$ cat config.mk
export PLATFORM = sky130hd
export DESIGN_NAME = resistive_touch_event_mapper
export DESIGN_NICKNAME = d
export VERILOG_FILES = /design/src/design/rtem_pkg.sv /design/src/design/rtem_div.sv /design/src/design/rtem_ctrl.sv /design/src/design/resistive_touch_event_mapper.sv
export SDC_FILE = /design/constraint.sdc
export NUM_CORES = 1
export LEC_CHECK = 0
export BUFFER_PORTS_ARGS = -buffer_cell sky130_fd_sc_hd__buf_2
export CAP_MARGIN = 20
export CORE_ASPECT_RATIO = 1.2
export CORE_UTILIZATION = 50
export DETAILED_ROUTE_END_ITERATION = 8
export GPL_TIMING_DRIVEN = 0
export PLACE_DENSITY = 0.7
export SYNTH_ARGS = -nofsm -noshare
export SYNTH_HDL_FRONTEND = slang
export SYNTH_SLANG_ARGS = --single-unit
$ cat constraint.sdc
create_clock -name aclk -period 5.5 [get_ports aclk]
set_input_delay 0.55 -clock aclk [delete_from_list [all_inputs] [get_ports aclk]]
set_output_delay 0.55 -clock aclk [all_outputs]
set_load 0.005 [all_outputs]
$ cat src/design/rtem_pkg.sv
// types, constants and codes of the resistive touch event mapper
`default_nettype none

package rtem_pkg;

    // field widths
    localparam int SAMPLE_W        = 12;
    localparam int CFG_IDX_W       = 3;
    localparam int CFG_DATA_W      = 12;
    localparam int PROD_W          = 2 * SAMPLE_W;
    localparam int IN_TDATA_W      = 40;
    localparam int IN_TUSER_W      = 2;
    localparam int OUT_TDATA_W     = 56;
    localparam int OUT_TUSER_W     = 1;
    localparam int ADC_BITS_DEFAULT = 12;

    // serial divider: one quotient bit per step
    localparam int DIV_STEPS   = PROD_W;
    localparam int DIV_CNT_W   = $clog2(DIV_STEPS + 1);

    // register indexes of the configuration port
    typedef enum logic [CFG_IDX_W-1:0] {
        CFG_X_RAW_LOW       = 3'd0,
        CFG_X_RAW_HIGH      = 3'd1,
        CFG_Y_RAW_LOW       = 3'd2,
        CFG_Y_RAW_HIGH      = 3'd3,
        CFG_SCREEN_WIDTH    = 3'd4,
        CFG_SCREEN_HEIGHT   = 3'd5,
        CFG_INVERT_AXES     = 3'd6,
        CFG_PRESS_THRESHOLD = 3'd7
    } cfg_index_t;

    // reported touch state codes
    typedef enum logic [1:0] {
        TS_PRESSED  = 2'd0,
        TS_MOVED    = 2'd1,
        TS_RELEASED = 2'd2
    } touch_state_t;

    // sequencer states
    typedef enum logic [2:0] {
        ST_IDLE,
        ST_PREP,
        ST_MUL,
        ST_DIV,
        ST_FIN,
        ST_DONE
    } state_t;

    // configuration register set
    typedef struct packed {
        logic [SAMPLE_W-1:0] x_raw_low;
        logic [SAMPLE_W-1:0] x_raw_high;
        logic [SAMPLE_W-1:0] y_raw_low;
        logic [SAMPLE_W-1:0] y_raw_high;
        logic [SAMPLE_W-1:0] screen_width;
        logic [SAMPLE_W-1:0] screen_height;
        logic [1:0]          invert_axes;
        logic [SAMPLE_W-1:0] press_threshold;
    } cfg_t;

    // one result item
    typedef struct packed {
        logic                status;
        logic                point_count;
        touch_state_t        touch_state;
        logic [SAMPLE_W-1:0] x_pos;
        logic [SAMPLE_W-1:0] y_pos;
        logic [SAMPLE_W-1:0] raw_x_echo;
        logic [SAMPLE_W-1:0] raw_y_echo;
    } result_t;

    // divider request from the sequencer
    typedef struct packed {
        logic                start;
        logic [PROD_W-1:0]   dividend;
        logic [SAMPLE_W-1:0] divisor;
    } div_req_t;

    // divider status back to the sequencer
    typedef struct packed {
        logic              done;
        logic [PROD_W-1:0] quotient;
    } div_sts_t;

endpackage

`default_nettype wire

$ cat src/design/rtem_div.sv
// shared serial restoring divider, one quotient bit per cycle
`default_nettype none

module rtem_div (
    input  wire logic              aclk,
    input  wire logic              aresetn,
    input  wire rtem_pkg::div_req_t div_req,
    output rtem_pkg::div_sts_t     div_sts
);

    localparam logic [rtem_pkg::DIV_CNT_W-1:0] StepsInit =
        rtem_pkg::DIV_CNT_W'(rtem_pkg::DIV_STEPS);
    localparam logic [rtem_pkg::DIV_CNT_W-1:0] LastStep =
        rtem_pkg::DIV_CNT_W'(1);

    logic                              busy_reg, busy_next;
    logic                              done_reg, done_next;
    logic [rtem_pkg::DIV_CNT_W-1:0]    count_reg, count_next;
    logic [rtem_pkg::SAMPLE_W-1:0]     rem_reg, rem_next;
    logic [rtem_pkg::PROD_W-1:0]       quo_reg, quo_next;
    logic [rtem_pkg::SAMPLE_W-1:0]     divisor_reg, divisor_next;
    logic [rtem_pkg::SAMPLE_W:0]       trial;
    logic [rtem_pkg::SAMPLE_W:0]       trial_diff;
    logic                              fits;

    // one trial subtraction per cycle
    assign trial      = {rem_reg, quo_reg[rtem_pkg::PROD_W-1]};
    assign trial_diff = trial - {1'b0, divisor_reg};
    assign fits       = (trial >= {1'b0, divisor_reg});

    always_comb begin
        busy_next    = busy_reg;
        done_next    = 1'b0;
        count_next   = count_reg;
        rem_next     = rem_reg;
        quo_next     = quo_reg;
        divisor_next = divisor_reg;
        if (div_req.start) begin
            busy_next    = 1'b1;
            count_next   = StepsInit;
            rem_next     = '0;
            quo_next     = div_req.dividend;
            divisor_next = div_req.divisor;
        end else if (busy_reg) begin
            rem_next   = fits ? trial_diff[rtem_pkg::SAMPLE_W-1:0]
                              : trial[rtem_pkg::SAMPLE_W-1:0];
            quo_next   = {quo_reg[rtem_pkg::PROD_W-2:0], fits};
            count_next = count_reg - LastStep;
            if (count_reg == LastStep) begin
                busy_next = 1'b0;
                done_next = 1'b1;
            end
        end
    end

    // control state
    always_ff @(posedge aclk) begin
        if (!aresetn) begin
            busy_reg  <= 1'b0;
            done_reg  <= 1'b0;
            count_reg <= '0;
        end else begin
            busy_reg  <= busy_next;
            done_reg  <= done_next;
            count_reg <= count_next;
        end
    end

    // datapath
    always_ff @(posedge aclk) begin
        rem_reg     <= rem_next;
        quo_reg     <= quo_next;
        divisor_reg <= divisor_next;
    end

    assign div_sts.done     = done_reg;
    assign div_sts.quotient = quo_reg;

endmodule

`default_nettype wire

$ cat src/design/rtem_ctrl.sv
// poll sequencer: touch decision, per-axis scaling through the shared divider
`default_nettype none

module rtem_ctrl #(
    parameter int ADC_BITS = rtem_pkg::ADC_BITS_DEFAULT
) (
    input  wire logic                          aclk,
    input  wire logic                          aresetn,
    input  wire rtem_pkg::cfg_t                cfg,
    input  wire logic                          in_valid,
    output logic                               in_ready,
    input  wire logic [rtem_pkg::SAMPLE_W-1:0] in_contact,
    input  wire logic                          in_contact_ok,
    input  wire logic [rtem_pkg::SAMPLE_W-1:0] in_x,
    input  wire logic [rtem_pkg::SAMPLE_W-1:0] in_y,
    input  wire logic                          in_position_ok,
    input  wire logic                          out_free,
    output logic                               res_valid,
    output rtem_pkg::result_t                  res,
    output rtem_pkg::div_req_t                 div_req,
    input  wire rtem_pkg::div_sts_t            div_sts
);

    localparam int MaskBits = (ADC_BITS < rtem_pkg::SAMPLE_W) ? ADC_BITS : rtem_pkg::SAMPLE_W;
    localparam logic [rtem_pkg::SAMPLE_W-1:0] AdcMask =
        rtem_pkg::SAMPLE_W'((64'd1 << MaskBits) - 64'd1);
    localparam logic [rtem_pkg::SAMPLE_W-1:0] One = rtem_pkg::SAMPLE_W'(1);

    rtem_pkg::state_t                  state_reg, state_next;
    rtem_pkg::result_t                 res_reg, res_next;
    logic                              axis_reg, axis_next;
    logic                              was_touched_reg, was_touched_next;
    logic                              neg_reg, neg_next;
    logic                              span_zero_reg, span_zero_next;
    logic [rtem_pkg::SAMPLE_W-1:0]     diff_mag_reg, diff_mag_next;
    logic [rtem_pkg::SAMPLE_W-1:0]     span_mag_reg, span_mag_next;

    logic [rtem_pkg::SAMPLE_W-1:0]     contact_m, x_m, y_m;
    logic                              touched;
    logic [rtem_pkg::SAMPLE_W-1:0]     ax_raw, ax_lo, ax_hi, ax_size;
    logic                              ax_mirror;
    logic [rtem_pkg::SAMPLE_W:0]       diff, span;
    logic [rtem_pkg::PROD_W-1:0]       product;
    logic [rtem_pkg::PROD_W-1:0]       quot;
    logic [rtem_pkg::SAMPLE_W-1:0]     clamped, coord;

    // sample masking and touch decision
    assign contact_m = in_contact & AdcMask;
    assign x_m       = in_x & AdcMask;
    assign y_m       = in_y & AdcMask;
    assign touched   = in_contact_ok && (contact_m < cfg.press_threshold);

    // axis operand selection
    always_comb begin
        if (axis_reg) begin
            ax_raw    = res_reg.raw_y_echo;
            ax_lo     = cfg.y_raw_low;
            ax_hi     = cfg.y_raw_high;
            ax_size   = cfg.screen_height;
            ax_mirror = cfg.invert_axes[1];
        end else begin
            ax_raw    = res_reg.raw_x_echo;
            ax_lo     = cfg.x_raw_low;
            ax_hi     = cfg.x_raw_high;
            ax_size   = cfg.screen_width;
            ax_mirror = cfg.invert_axes[0];
        end
    end

    // signed offsets as sign and magnitude
    assign diff = {1'b0, ax_raw} - {1'b0, ax_lo};
    assign span = {1'b0, ax_hi} - {1'b0, ax_lo};

    // numerator magnitude, registered in the divider
    assign product = diff_mag_reg * ax_size;

    // clamp to the screen and mirror
    always_comb begin
        quot = span_zero_reg ? '0 : div_sts.quotient;
        if (neg_reg) begin
            clamped = '0;
        end else if (quot >= {{rtem_pkg::SAMPLE_W{1'b0}}, ax_size}) begin
            clamped = ax_size - One;
        end else begin
            clamped = quot[rtem_pkg::SAMPLE_W-1:0];
        end
        if (ax_size == '0) begin
            coord = '0;
        end else if (ax_mirror) begin
            coord = ax_size - One - clamped;
        end else begin
            coord = clamped;
        end
    end

    // next state and outputs
    always_comb begin
        state_next       = state_reg;
        res_next         = res_reg;
        axis_next        = axis_reg;
        was_touched_next = was_touched_reg;
        neg_next         = neg_reg;
        span_zero_next   = span_zero_reg;
        diff_mag_next    = diff_mag_reg;
        span_mag_next    = span_mag_reg;
        in_ready         = 1'b0;
        res_valid        = 1'b0;
        div_req.start    = 1'b0;
        div_req.dividend = product;
        div_req.divisor  = span_mag_reg;
        unique case (state_reg)
            rtem_pkg::ST_IDLE: begin
                in_ready = 1'b1;
                if (in_valid) begin
                    res_next  = '0;
                    axis_next = 1'b0;
                    if (!touched) begin
                        // release reported only after a pressed poll
                        if (was_touched_reg) begin
                            res_next.point_count = 1'b1;
                            res_next.touch_state = rtem_pkg::TS_RELEASED;
                        end
                        was_touched_next = 1'b0;
                        state_next       = rtem_pkg::ST_DONE;
                    end else if (!in_position_ok) begin
                        // conversion failure keeps the touch state
                        res_next.status = 1'b1;
                        state_next      = rtem_pkg::ST_DONE;
                    end else begin
                        res_next.point_count = 1'b1;
                        res_next.touch_state = was_touched_reg ? rtem_pkg::TS_MOVED
                                                               : rtem_pkg::TS_PRESSED;
                        res_next.raw_x_echo  = x_m;
                        res_next.raw_y_echo  = y_m;
                        was_touched_next     = 1'b1;
                        state_next           = rtem_pkg::ST_PREP;
                    end
                end
            end
            rtem_pkg::ST_PREP: begin
                diff_mag_next  = diff[rtem_pkg::SAMPLE_W]
                    ? rtem_pkg::SAMPLE_W'(-diff) : diff[rtem_pkg::SAMPLE_W-1:0];
                span_mag_next  = span[rtem_pkg::SAMPLE_W]
                    ? rtem_pkg::SAMPLE_W'(-span) : span[rtem_pkg::SAMPLE_W-1:0];
                neg_next       = diff[rtem_pkg::SAMPLE_W] ^ span[rtem_pkg::SAMPLE_W];
                span_zero_next = (span == '0);
                state_next     = rtem_pkg::ST_MUL;
            end
            rtem_pkg::ST_MUL: begin
                if (span_zero_reg) begin
                    state_next = rtem_pkg::ST_FIN;
                end else begin
                    div_req.start = 1'b1;
                    state_next    = rtem_pkg::ST_DIV;
                end
            end
            rtem_pkg::ST_DIV: begin
                if (div_sts.done) begin
                    state_next = rtem_pkg::ST_FIN;
                end
            end
            rtem_pkg::ST_FIN: begin
                if (axis_reg) begin
                    res_next.y_pos = coord;
                    state_next     = rtem_pkg::ST_DONE;
                end else begin
                    res_next.x_pos = coord;
                    axis_next      = 1'b1;
                    state_next     = rtem_pkg::ST_PREP;
                end
            end
            rtem_pkg::ST_DONE: begin
                if (out_free) begin
                    res_valid  = 1'b1;
                    state_next = rtem_pkg::ST_IDLE;
                end
            end
            default: begin
                state_next = rtem_pkg::ST_IDLE;
            end
        endcase
    end

    // control state
    always_ff @(posedge aclk) begin
        if (!aresetn) begin
            state_reg       <= rtem_pkg::ST_IDLE;
            was_touched_reg <= 1'b0;
            axis_reg        <= 1'b0;
        end else begin
            state_reg       <= state_next;
            was_touched_reg <= was_touched_next;
            axis_reg        <= axis_next;
        end
    end

    // working payload
    always_ff @(posedge aclk) begin
        res_reg       <= res_next;
        neg_reg       <= neg_next;
        span_zero_reg <= span_zero_next;
        diff_mag_reg  <= diff_mag_next;
        span_mag_reg  <= span_mag_next;
    end

    assign res = res_reg;

endmodule

`default_nettype wire

$ cat src/design/resistive_touch_event_mapper.sv
// Resistive touch event mapper: turns panel polls into pressed, moved or released points.
// Input channel s_*: one request per poll; result channel m_*: exactly one result per poll.
// Configuration is written through cfg_we / cfg_addr / cfg_wdata; the user must write it
// only while no poll is pending, as the block itself does not enforce this. A poll with no
// touch or a failed position conversion goes straight to the DONE state. A touched poll
// scales X, then Y, through one shared multiplier and one serial divider: per axis an
// operand prep step, a multiply step, a serial division of 24 steps with one quotient bit
// each and a wait for its done flag (both skipped when the axis span is zero), and a clamp
// step. From the DONE state every result passes to the output register. s_tready is high
// only while no poll is in work; it may be high while an earlier result still sits in the
// output register. If the receiver stalls, the finished poll waits in the sequencer and no
// new request is taken until the output register frees. Reset clears the press history,
// the output valid and restores the calibration registers to their defaults.
`default_nettype none

module resistive_touch_event_mapper #(
    parameter int ADC_BITS = rtem_pkg::ADC_BITS_DEFAULT
) (
    input  wire logic                               aclk,
    input  wire logic                               aresetn,
    // configuration write port
    input  wire logic                               cfg_we,
    input  wire logic [rtem_pkg::CFG_IDX_W-1:0]     cfg_addr,
    input  wire logic [rtem_pkg::CFG_DATA_W-1:0]    cfg_wdata,
    // poll requests
    input  wire logic                               s_tvalid,
    output logic                                    s_tready,
    // contact_sample[11:0], sample_x[23:12], sample_y[35:24], zero pad[39:36]
    input  wire logic [rtem_pkg::IN_TDATA_W-1:0]    s_tdata,
    // contact_ok[0], position_ok[1]
    input  wire logic [rtem_pkg::IN_TUSER_W-1:0]    s_tuser,
    // result requests
    output logic                                    m_tvalid,
    input  wire logic                               m_tready,
    // point_count[0], touch_state[2:1], x_pos[14:3], y_pos[26:15],
    // raw_x_echo[38:27], raw_y_echo[50:39], zero pad[55:51]
    output logic [rtem_pkg::OUT_TDATA_W-1:0]        m_tdata,
    // status[0]
    output logic [rtem_pkg::OUT_TUSER_W-1:0]        m_tuser
);

    localparam int ResW = 3 + 4 * rtem_pkg::SAMPLE_W;

    rtem_pkg::cfg_t     cfg_reg, cfg_next;
    rtem_pkg::result_t  out_res_reg, out_res_next;
    logic               out_valid_reg, out_valid_next;
    rtem_pkg::result_t  res;
    logic               res_valid;
    logic               out_free;
    rtem_pkg::div_req_t div_req;
    rtem_pkg::div_sts_t div_sts;

    // register write decode
    always_comb begin
        cfg_next = cfg_reg;
        if (cfg_we) begin
            unique case (rtem_pkg::cfg_index_t'(cfg_addr))
                rtem_pkg::CFG_X_RAW_LOW:       cfg_next.x_raw_low       = cfg_wdata;
                rtem_pkg::CFG_X_RAW_HIGH:      cfg_next.x_raw_high      = cfg_wdata;
                rtem_pkg::CFG_Y_RAW_LOW:       cfg_next.y_raw_low       = cfg_wdata;
                rtem_pkg::CFG_Y_RAW_HIGH:      cfg_next.y_raw_high      = cfg_wdata;
                rtem_pkg::CFG_SCREEN_WIDTH:    cfg_next.screen_width    = cfg_wdata;
                rtem_pkg::CFG_SCREEN_HEIGHT:   cfg_next.screen_height   = cfg_wdata;
                rtem_pkg::CFG_INVERT_AXES:     cfg_next.invert_axes     = cfg_wdata[1:0];
                rtem_pkg::CFG_PRESS_THRESHOLD: cfg_next.press_threshold = cfg_wdata;
                default: cfg_next = cfg_reg;
            endcase
        end
    end

    always_ff @(posedge aclk) begin
        if (!aresetn) begin
            cfg_reg.x_raw_low       <= 12'd0;
            cfg_reg.x_raw_high      <= 12'd4095;
            cfg_reg.y_raw_low       <= 12'd0;
            cfg_reg.y_raw_high      <= 12'd4095;
            cfg_reg.screen_width    <= 12'd320;
            cfg_reg.screen_height   <= 12'd240;
            cfg_reg.invert_axes     <= 2'd0;
            cfg_reg.press_threshold <= 12'd2048;
        end else begin
            cfg_reg <= cfg_next;
        end
    end

    // output register
    assign out_free = !out_valid_reg || m_tready;

    always_comb begin
        out_valid_next = out_valid_reg;
        out_res_next   = out_res_reg;
        if (res_valid) begin
            out_valid_next = 1'b1;
            out_res_next   = res;
        end else if (m_tready) begin
            out_valid_next = 1'b0;
        end
    end

    always_ff @(posedge aclk) begin
        if (!aresetn) begin
            out_valid_reg <= 1'b0;
        end else begin
            out_valid_reg <= out_valid_next;
        end
    end

    always_ff @(posedge aclk) begin
        out_res_reg <= out_res_next;
    end

    // result packing
    assign m_tvalid = out_valid_reg;
    assign m_tuser  = out_res_reg.status;
    assign m_tdata  = {
        (rtem_pkg::OUT_TDATA_W - ResW)'(0),
        out_res_reg.raw_y_echo,
        out_res_reg.raw_x_echo,
        out_res_reg.y_pos,
        out_res_reg.x_pos,
        out_res_reg.touch_state,
        out_res_reg.point_count
    };

    // poll sequencer
    rtem_ctrl #(
        .ADC_BITS(ADC_BITS)
    ) u_ctrl (
        .aclk          (aclk),
        .aresetn       (aresetn),
        .cfg           (cfg_reg),
        .in_valid      (s_tvalid),
        .in_ready      (s_tready),
        .in_contact    (s_tdata[11:0]),
        .in_contact_ok (s_tuser[0]),
        .in_x          (s_tdata[23:12]),
        .in_y          (s_tdata[35:24]),
        .in_position_ok(s_tuser[1]),
        .out_free      (out_free),
        .res_valid     (res_valid),
        .res           (res),
        .div_req       (div_req),
        .div_sts       (div_sts)
    );

    // shared divider
    rtem_div u_div (
        .aclk   (aclk),
        .aresetn(aresetn),
        .div_req(div_req),
        .div_sts(div_sts)
    );

endmodule

`default_nettype wire

==> flow_metrics.py, run 1 <==
metrics = {
    "grt": {
        "grt_max_degree": 37,
        "track_usage_pct": 24.4,
        "antenna_found_initial": 1,
        "grt_pass1_wl_um": 75700,
        "grt_pass1_vias": 15100,
        "gr-total-overflow": 0,
    },
    "status": {
        "outcome": "finished with violations",
        "violations": "negative setup slack",
    },
    "sta": {
        "timing.fmax_mhz": 174,
        "slew_headroom_pct": 39.9,
        "setup_tns_ps": -1350,
        "slew_viol_final": 0,
        "finalSetupViolations": 12,
        "rsz0062_at_grt": "true",
        "fin_crit_sh_pct": 104,
        "hold_viol": 0,
        "skew_ps": 9.90,
        "worstMarginPinSlew_ps": 877,
        "layout_min_cycle_time_ps": 5740,
        "fin_ws_ps": -245,
    },
    "setup_path": {
        "critical_path.max_stage_delay_ps": 570,
        "startpoint_type": "flip-flop",
        "crit_path_cell_trace": "buf_8 -> buf_12 -> mux2_4 -> clkbuf_16 -> and2_4 -> fa_1 -> fa_1 -> fa_1 -> fa_1 -> inv_1 -> fa_1 -> inv_2 -> ha_4 -> a211oi_4 -> or3b_4 -> a41oi_4 -> a211oi_4 -> a41oi_2 -> nand2b_1 -> xnor2_1 -> o21ai_1",
        "rrSetupSlack_ps": -240,
        "r2r-end": "u_div.quo_reg[21]",
        "reg2reg_from": "u_ctrl.axis_reg",
        "crit_path_end": "u_div.quo_reg[21]",
        "path_class": "flip-flop to flip-flop",
        "startpoint": "u_ctrl.axis_reg",
        "critPathRequiredTime_ps": 5770,
        "ff2ff_path_depth": 21,
        "path_common_cell": "fa_1",
        "worstPathArrival_ps": 6020,
        "cp_max_fo": 7,
        "end_kind": "flip-flop",
        "cp_slowest_cell": "fa_1",
    },
    "placement": {
        "dp_hpwl_um": 35900,
        "port_buffers": 106,
        "placed_cells": 2551,
        "gp_congestion": 0.889,
    },
    "yosys": {
        "synthCells": 1961,
        "ys.flop_type": "edfxtp_1",
        "synth-edff-count": 166,
        "synth_area_per_cell_sq_um": 9.69,
        "syn_area_sq_um": 19000,
        "seq_area_frac_synth_pct": 37.9,
        "yosysTopAreaCellShare_pct": 26.2,
        "yosysUniqueCellTypes": 74,
        "yosysTopAreaCell": "edfxtp_1",
        "async_flop_share_pct": 0,
        "synth_area_leaders": "edfxtp_1 (26%), dfxtp_1 (12%), fa_1 (11%), ha_1 (9.1%), nand2_1 (6.9%)",
        "ys.warnings.count": 0,
        "ys_ff_latch": 277,
    },
    "pwr": {
        "internal_power_mw": 5.36,
        "seq_power_share_pct": 30.1,
        "swShare_pct": 37.9,
        "ir_drop_mv": 0.273,
        "power_leakage_nw": 9.17,
        "clkPwrFrac_pct": 21.4,
        "pwr-share-comb_pct": 48.5,
        "p_per_area_nw_per_um2": 395,
        "p_sw_mw": 3.27,
    },
    "die": {
        "ios": 121,
        "start_util_pct": 51.2,
        "core_area_sq_um": 37100,
        "num_rows": 77,
        "die_h_um": 216,
        "dieArea_sq_um": 38800,
        "die_x_um": 180,
    },
    "cts": {
        "cts_tree": "yes",
        "clk_pin_slew_ps": 60,
        "cts_max_level": 1,
        "root_buffer": "clkbuf_16",
        "cts_buffer_depth": 3,
        "insertion_delay_ps": 550,
        "cts.sinks": 277,
        "cts_made_buffers": 27,
    },
    "drt": {
        "antenna_left": 0,
        "wl_um": 46800,
        "top_layer": "met4",
        "wl_met2_um": 23500,
        "m1WireLength_um": 18500,
        "drc": 0,
        "drt_iter0_markers": 746,
        "dr.pass1.iters": 5,
        "wl_per_cell_um": 17.8,
        "vias_per_cell": 5.53,
        "num_vias": 14600,
        "dr_wl_met3_um": 2360,
    },
    "cells_and_area": {
        "final_cell_mix": "nand2_1 (348), inv_1 (189), edfxtp_1 (166), ha_1 (125), dfxtp_1 (110)",
        "fillers": 3095,
        "final_net_count": 2444,
        "final_common_cell": "nand2_1",
        "drive_gt1_share_pct": 15.1,
        "area_growth_pct": 15.1,
        "fin_cells": 2635,
        "largest_reg_flops": 86,
    },
    "run": {
        "cap_violations": 0,
    },
    "hold_path": {
        "hold_class": "input pin to flip-flop",
    },
}
[worst max-delay path: cells and delay by family (launching register included)]
kind	cells	cell delay [ps]
AOI/OAI and AO/OA	5	790
xor gates and xnor gates	1	170
adders and majority gates	6	2610
buffers and inverters	5	540
DFF	1	360
muxes	1	330
and+or+nand+nor	3	660
[power by group through the flow]
| stage | sequential [mW] | clock (mW) | combinational (mW) |
|---|---|---|---|
| floorplan | 2.60 | 0 | 2.79 |
| global placement | 2.64 | 0 | 3.49 |
| detailed placement | 2.64 | 0 | 3.59 |
| CTS | 2.60 | 1.88 | 4.01 |
| global route | 2.62 | 1.95 | 4.64 |
| finish | 2.60 | 1.84 | 4.18 |
[synthesized netlist by cell type (38+ instances only)]
library cell	number
a21boi_0	61
fa_1	104
xnor2_1	56
nand2_1	350
and2_1	85
dfxtp_1	111
ha_1	138
nand3_1	44
edfxtp_1	166
clkbuf_1	70
a21oi_1	58
o21ai_0	63
nor2_1	66
inv_1	198
mux2i_1	38
[cell families after synthesis]
group	share of synthesized area, %
compound gates	10.9
xor+xnor	3.73
fa+ha+maj	20.1
buf+inv	5.88
flops	37.9
mux	4.16
other cells	0.0197
simple gates	17.3
[layer usage]
layer  GRT usage, %  vias up
met2           44.3      416
met1           28.1     7031
met4           12.6        0
li1               -     6987
met5              0        -
met3           3.22      134
[through the flow]
stage               utilization, %  power, mW  instance area [sq um]  setup WS (ps)  hold slack [ps]
floorplan                        -       5.39                  19200           1.39              400
global placement              54.7       6.13                  20300           -629              401
detailed placement            55.0       6.23                  20400           -723              405
CTS                           58.6       8.49                  21700           -257              253
global route                  58.9       9.21                  21900           -364              268
finish                        59.0       8.63                  21900           -245              271
[layout make-up]
type | instances | area (sq um) | area share (%)
Multi-Input combinational cell | 1404 | 11000 | 50.5
Inverter | 199 | 747 | 3.42
Buffer | 83 | 495 | 2.27
Clock buffer | 42 | 763 | 3.49
Sequential cell | 277 | 7210 | 33.0
Antenna cell | 1 | 2.50 | 0.0114
Timing Repair Buffer | 148 | 907 | 4.15
Tap cell | 474 | 593 | 2.71
Clock inverter | 7 | 100 | 0.458
[worst min-delay path by stage]
stage	startpoint	endpoint	slack [ps]	cells after the start
2_1_floorplan	u_ctrl.res[50]	m_tdata[0]	400	0
3_5_place_dp	u_ctrl.res[46]	m_tdata[13]	400	0
5_1_grt	s_tdata[30]	u_ctrl.res[6]	270	2
4_1_cts	s_tdata[12]	u_ctrl.res[12]	250	2
3_3_place_gp	u_ctrl.res[48]	m_tdata[1]	400	0
6_report	s_tdata[12]	u_ctrl.res[12]	270	2
[timing repair]
action | in CTS | in global routing
hold buffers | 0 | 0
setup endpoints to repair | 21 | 28
gates resized for setup | 65 | 35
cloned | 1 | 0
pin swaps | 53 | 31
setup buffers | 30 | 8
Power figures use the tool's default switching activity.
==> run 2, diff against run 1 <==
PLACE_DENSITY = 0.68   (was 0.7)
clock period = 6.23 ns   (was 5.5 ns; I/O delays follow)
==> run 2 against run 1 <==
The run ends with design-rule violations left; setup slack better by 390 ps; total power down 17%; count of clock-buffer cells in the layout fell by 6; global-route usage shrank 0.17 points; sequential share of layout area is 0.78 points higher; flip-flop and latch count did not move; clock skew increased by 28 ps; fmax shrank 5.7%; cell area down 2.3%; combinational power down 23%; register-to-register slack improved by 390 ps; non-clock buffer count fell by 29; critical endpoint unchanged; highest routed layer is now met5.
==> flow_metrics.py, run 2 (synthesized netlist as in run 1, its figures left out) <==
metrics = {
    "status": {
        "outcome": "finished with violations",
        "violations": "design-rule violations",
    },
    "sta": {
        "fin_crit_sh_pct": 97.7,
        "worstMarginPinSlew_ps": 948,
        "skew_ps": 37.5,
        "layout_min_cycle_time_ps": 6090,
        "timing.fmax_mhz": 164,
        "rsz0062_at_grt": "true",
        "hold_ws_ps": 310,
        "slew_viol_final": 0,
        "hold_viol": 0,
        "finalSetupViolations": 0,
        "slew_headroom_pct": 35.0,
    },
    "cts": {
        "hold_buffers": 0,
        "insertion_delay_ps": 590,
        "cts_tree": "yes",
        "cts_made_buffers": 29,
        "clk_pin_slew_ps": 60,
        "cts_max_level": 1,
        "cts.sinks": 277,
        "cts_buffer_depth": 3,
        "root_buffer": "clkbuf_16",
    },
    "grt": {
        "antenna_found_initial": 1,
        "grt_pass1_wl_um": 75000,
        "gr-total-overflow": 0,
        "track_usage_pct": 24.2,
        "grt_max_degree": 36,
        "grt_pass1_vias": 14500,
    },
    "setup_path": {
        "startpoint_type": "flip-flop",
        "worstPathArrival_ps": 6380,
        "critPathRequiredTime_ps": 6520,
        "critical_path.max_stage_delay_ps": 550,
        "cp_max_fo": 13,
        "end_kind": "flip-flop",
        "path_class": "flip-flop to flip-flop",
        "crit_path_cell_trace": "buf_8 -> mux2_2 -> and2_1 -> fa_1 -> fa_1 -> fa_1 -> fa_1 -> inv_1 -> fa_1 -> inv_1 -> ha_2 -> a21o_1 -> or3b_4 -> a41oi_4 -> a211oi_4 -> a41oi_2 -> nand2b_1 -> xnor2_1 -> o21ai_1",
        "path_buf_inv": 3,
        "path_common_cell": "fa_1",
        "cp_slowest_cell": "fa_1",
        "cp_top_family": "adder cells",
    },
    "placement": {
        "port_buffers": 106,
        "dp_hpwl_um": 36100,
        "gp_congestion": 0.872,
    },
    "drt": {
        "dr.pass1.iters": 7,
        "drc": 1,
        "num_vias": 14300,
        "wl_um": 46300,
        "drt_iter0_markers": 758,
        "antenna_left": 0,
        "wl_per_cell_um": 17.7,
        "vias_per_cell": 5.47,
    },
    "die": {
        "dieArea_sq_um": 38800,
        "die_h_um": 216,
        "core_area_sq_um": 37100,
        "num_rows": 77,
        "die_x_um": 180,
        "ios": 121,
        "start_util_pct": 51.2,
    },
    "pwr": {
        "seq_power_share_pct": 31.9,
        "clkPwrFrac_pct": 23.4,
        "ir_drop_mv": 0.241,
        "pwr-share-comb_pct": 44.6,
        "power_leakage_nw": 9.01,
        "p_per_area_nw_per_um2": 336,
        "p_sw_mw": 2.76,
        "internal_power_mw": 4.43,
        "swShare_pct": 38.4,
    },
    "cells_and_area": {
        "drive_gt1_share_pct": 12.0,
        "area_growth_pct": 12.5,
        "final_common_cell": "nand2_1",
        "fin_util_pct": 57.6,
        "diodes": 0,
        "final_net_count": 2417,
        "largest_reg_flops": 86,
        "final_cell_mix": "nand2_1 (350), inv_1 (198), edfxtp_1 (166), ha_1 (134), dfxtp_1 (110)",
    },
    "hold_path": {
        "hold_class": "input pin to flip-flop",
    },
    "run": {
        "cap_violations": 0,
    },
}
-- run 2: timing repair --
action                                 in CTS  in global routing
resized for setup                          23                 19
setup buffers                               0                  9
endpoints found under the hold margin       0                  0
setup endpoints to repair                  13                 12
pin swaps                                   4                  9
-- run 2: metrics by stage --
stage | area, sq um | TNS, ps | power [mW] | instances | setup slack [ps]
2_1_floorplan | 19000 | 0 | 4.58 | 1965 | 125
3_3_place_gp | 20100 | -2910 | 5.24 | 2545 | -629
3_5_place_dp | 20200 | -3740 | 5.33 | 2551 | -678
4_1_cts | 21200 | 0 | 7.09 | 2602 | 14.4
5_1_grt | 21400 | -121 | 7.71 | 2609 | -79.0
6_report | 21400 | 0 | 7.18 | 2609 | 140
-- run 2: final timing paths --
path                           to  depth (start not counted)  slack (ps)                    from
max             u_div.quo_reg[21]                         19         140         u_ctrl.axis_reg
min                 u_ctrl.res[5]                          2         310             s_tdata[29]
max reg2reg     u_div.quo_reg[21]                         19         140         u_ctrl.axis_reg
min reg2reg  u_div.divisor_reg[4]                          0         420  u_ctrl.span_mag_reg[4]
-- run 2: worst register-to-register path, stage by stage (launching register included) --
cell and delay, ps:
dfxtp_4 390, buf_8 140, mux2_2 490, and2_1 240
fa_1 510, fa_1 530, fa_1 540, fa_1 550
inv_1 50, fa_1 530, inv_1 40, ha_2 330
a21o_1 190, or3b_4 400, a41oi_4 210, a211oi_4 90
a41oi_2 240, nand2b_1 100, xnor2_1 160, o21ai_1 70
-- run 2: layout make-up --
type / count / area [sq um]
fillers: 3181 / 15700
multi-input cells: 1404 / 10800
flip-flops and latches: 277 / 7210
clock buffers: 36 / 772
inverters: 199 / 747
repair buffers: 121 / 691
well taps: 474 / 593
plain buffers: 81 / 412
clock inverters: 17 / 144
-- run 2: power groups by stage --
stage               clock, mW  combinational (mW)  sequential (mW)
finish                   1.68                3.21             2.29
global route             1.79                3.61             2.31
CTS                      1.72                3.08             2.29
detailed placement          0                3.00             2.33
global placement            0                2.91             2.33
floorplan                   0                2.29             2.29
-- run 2: per-layer routing --
layer / wire length, um / vias to the layer above / GRT usage [%]
met2: 23400 / 358 / 43.9
met1: 18800 / 6889 / 29.0
met5: 13 / - / 0
li1: - / 6927 / -
met4: 1780 / 2 / 10.1
met3: 2260 / 99 / 2.92
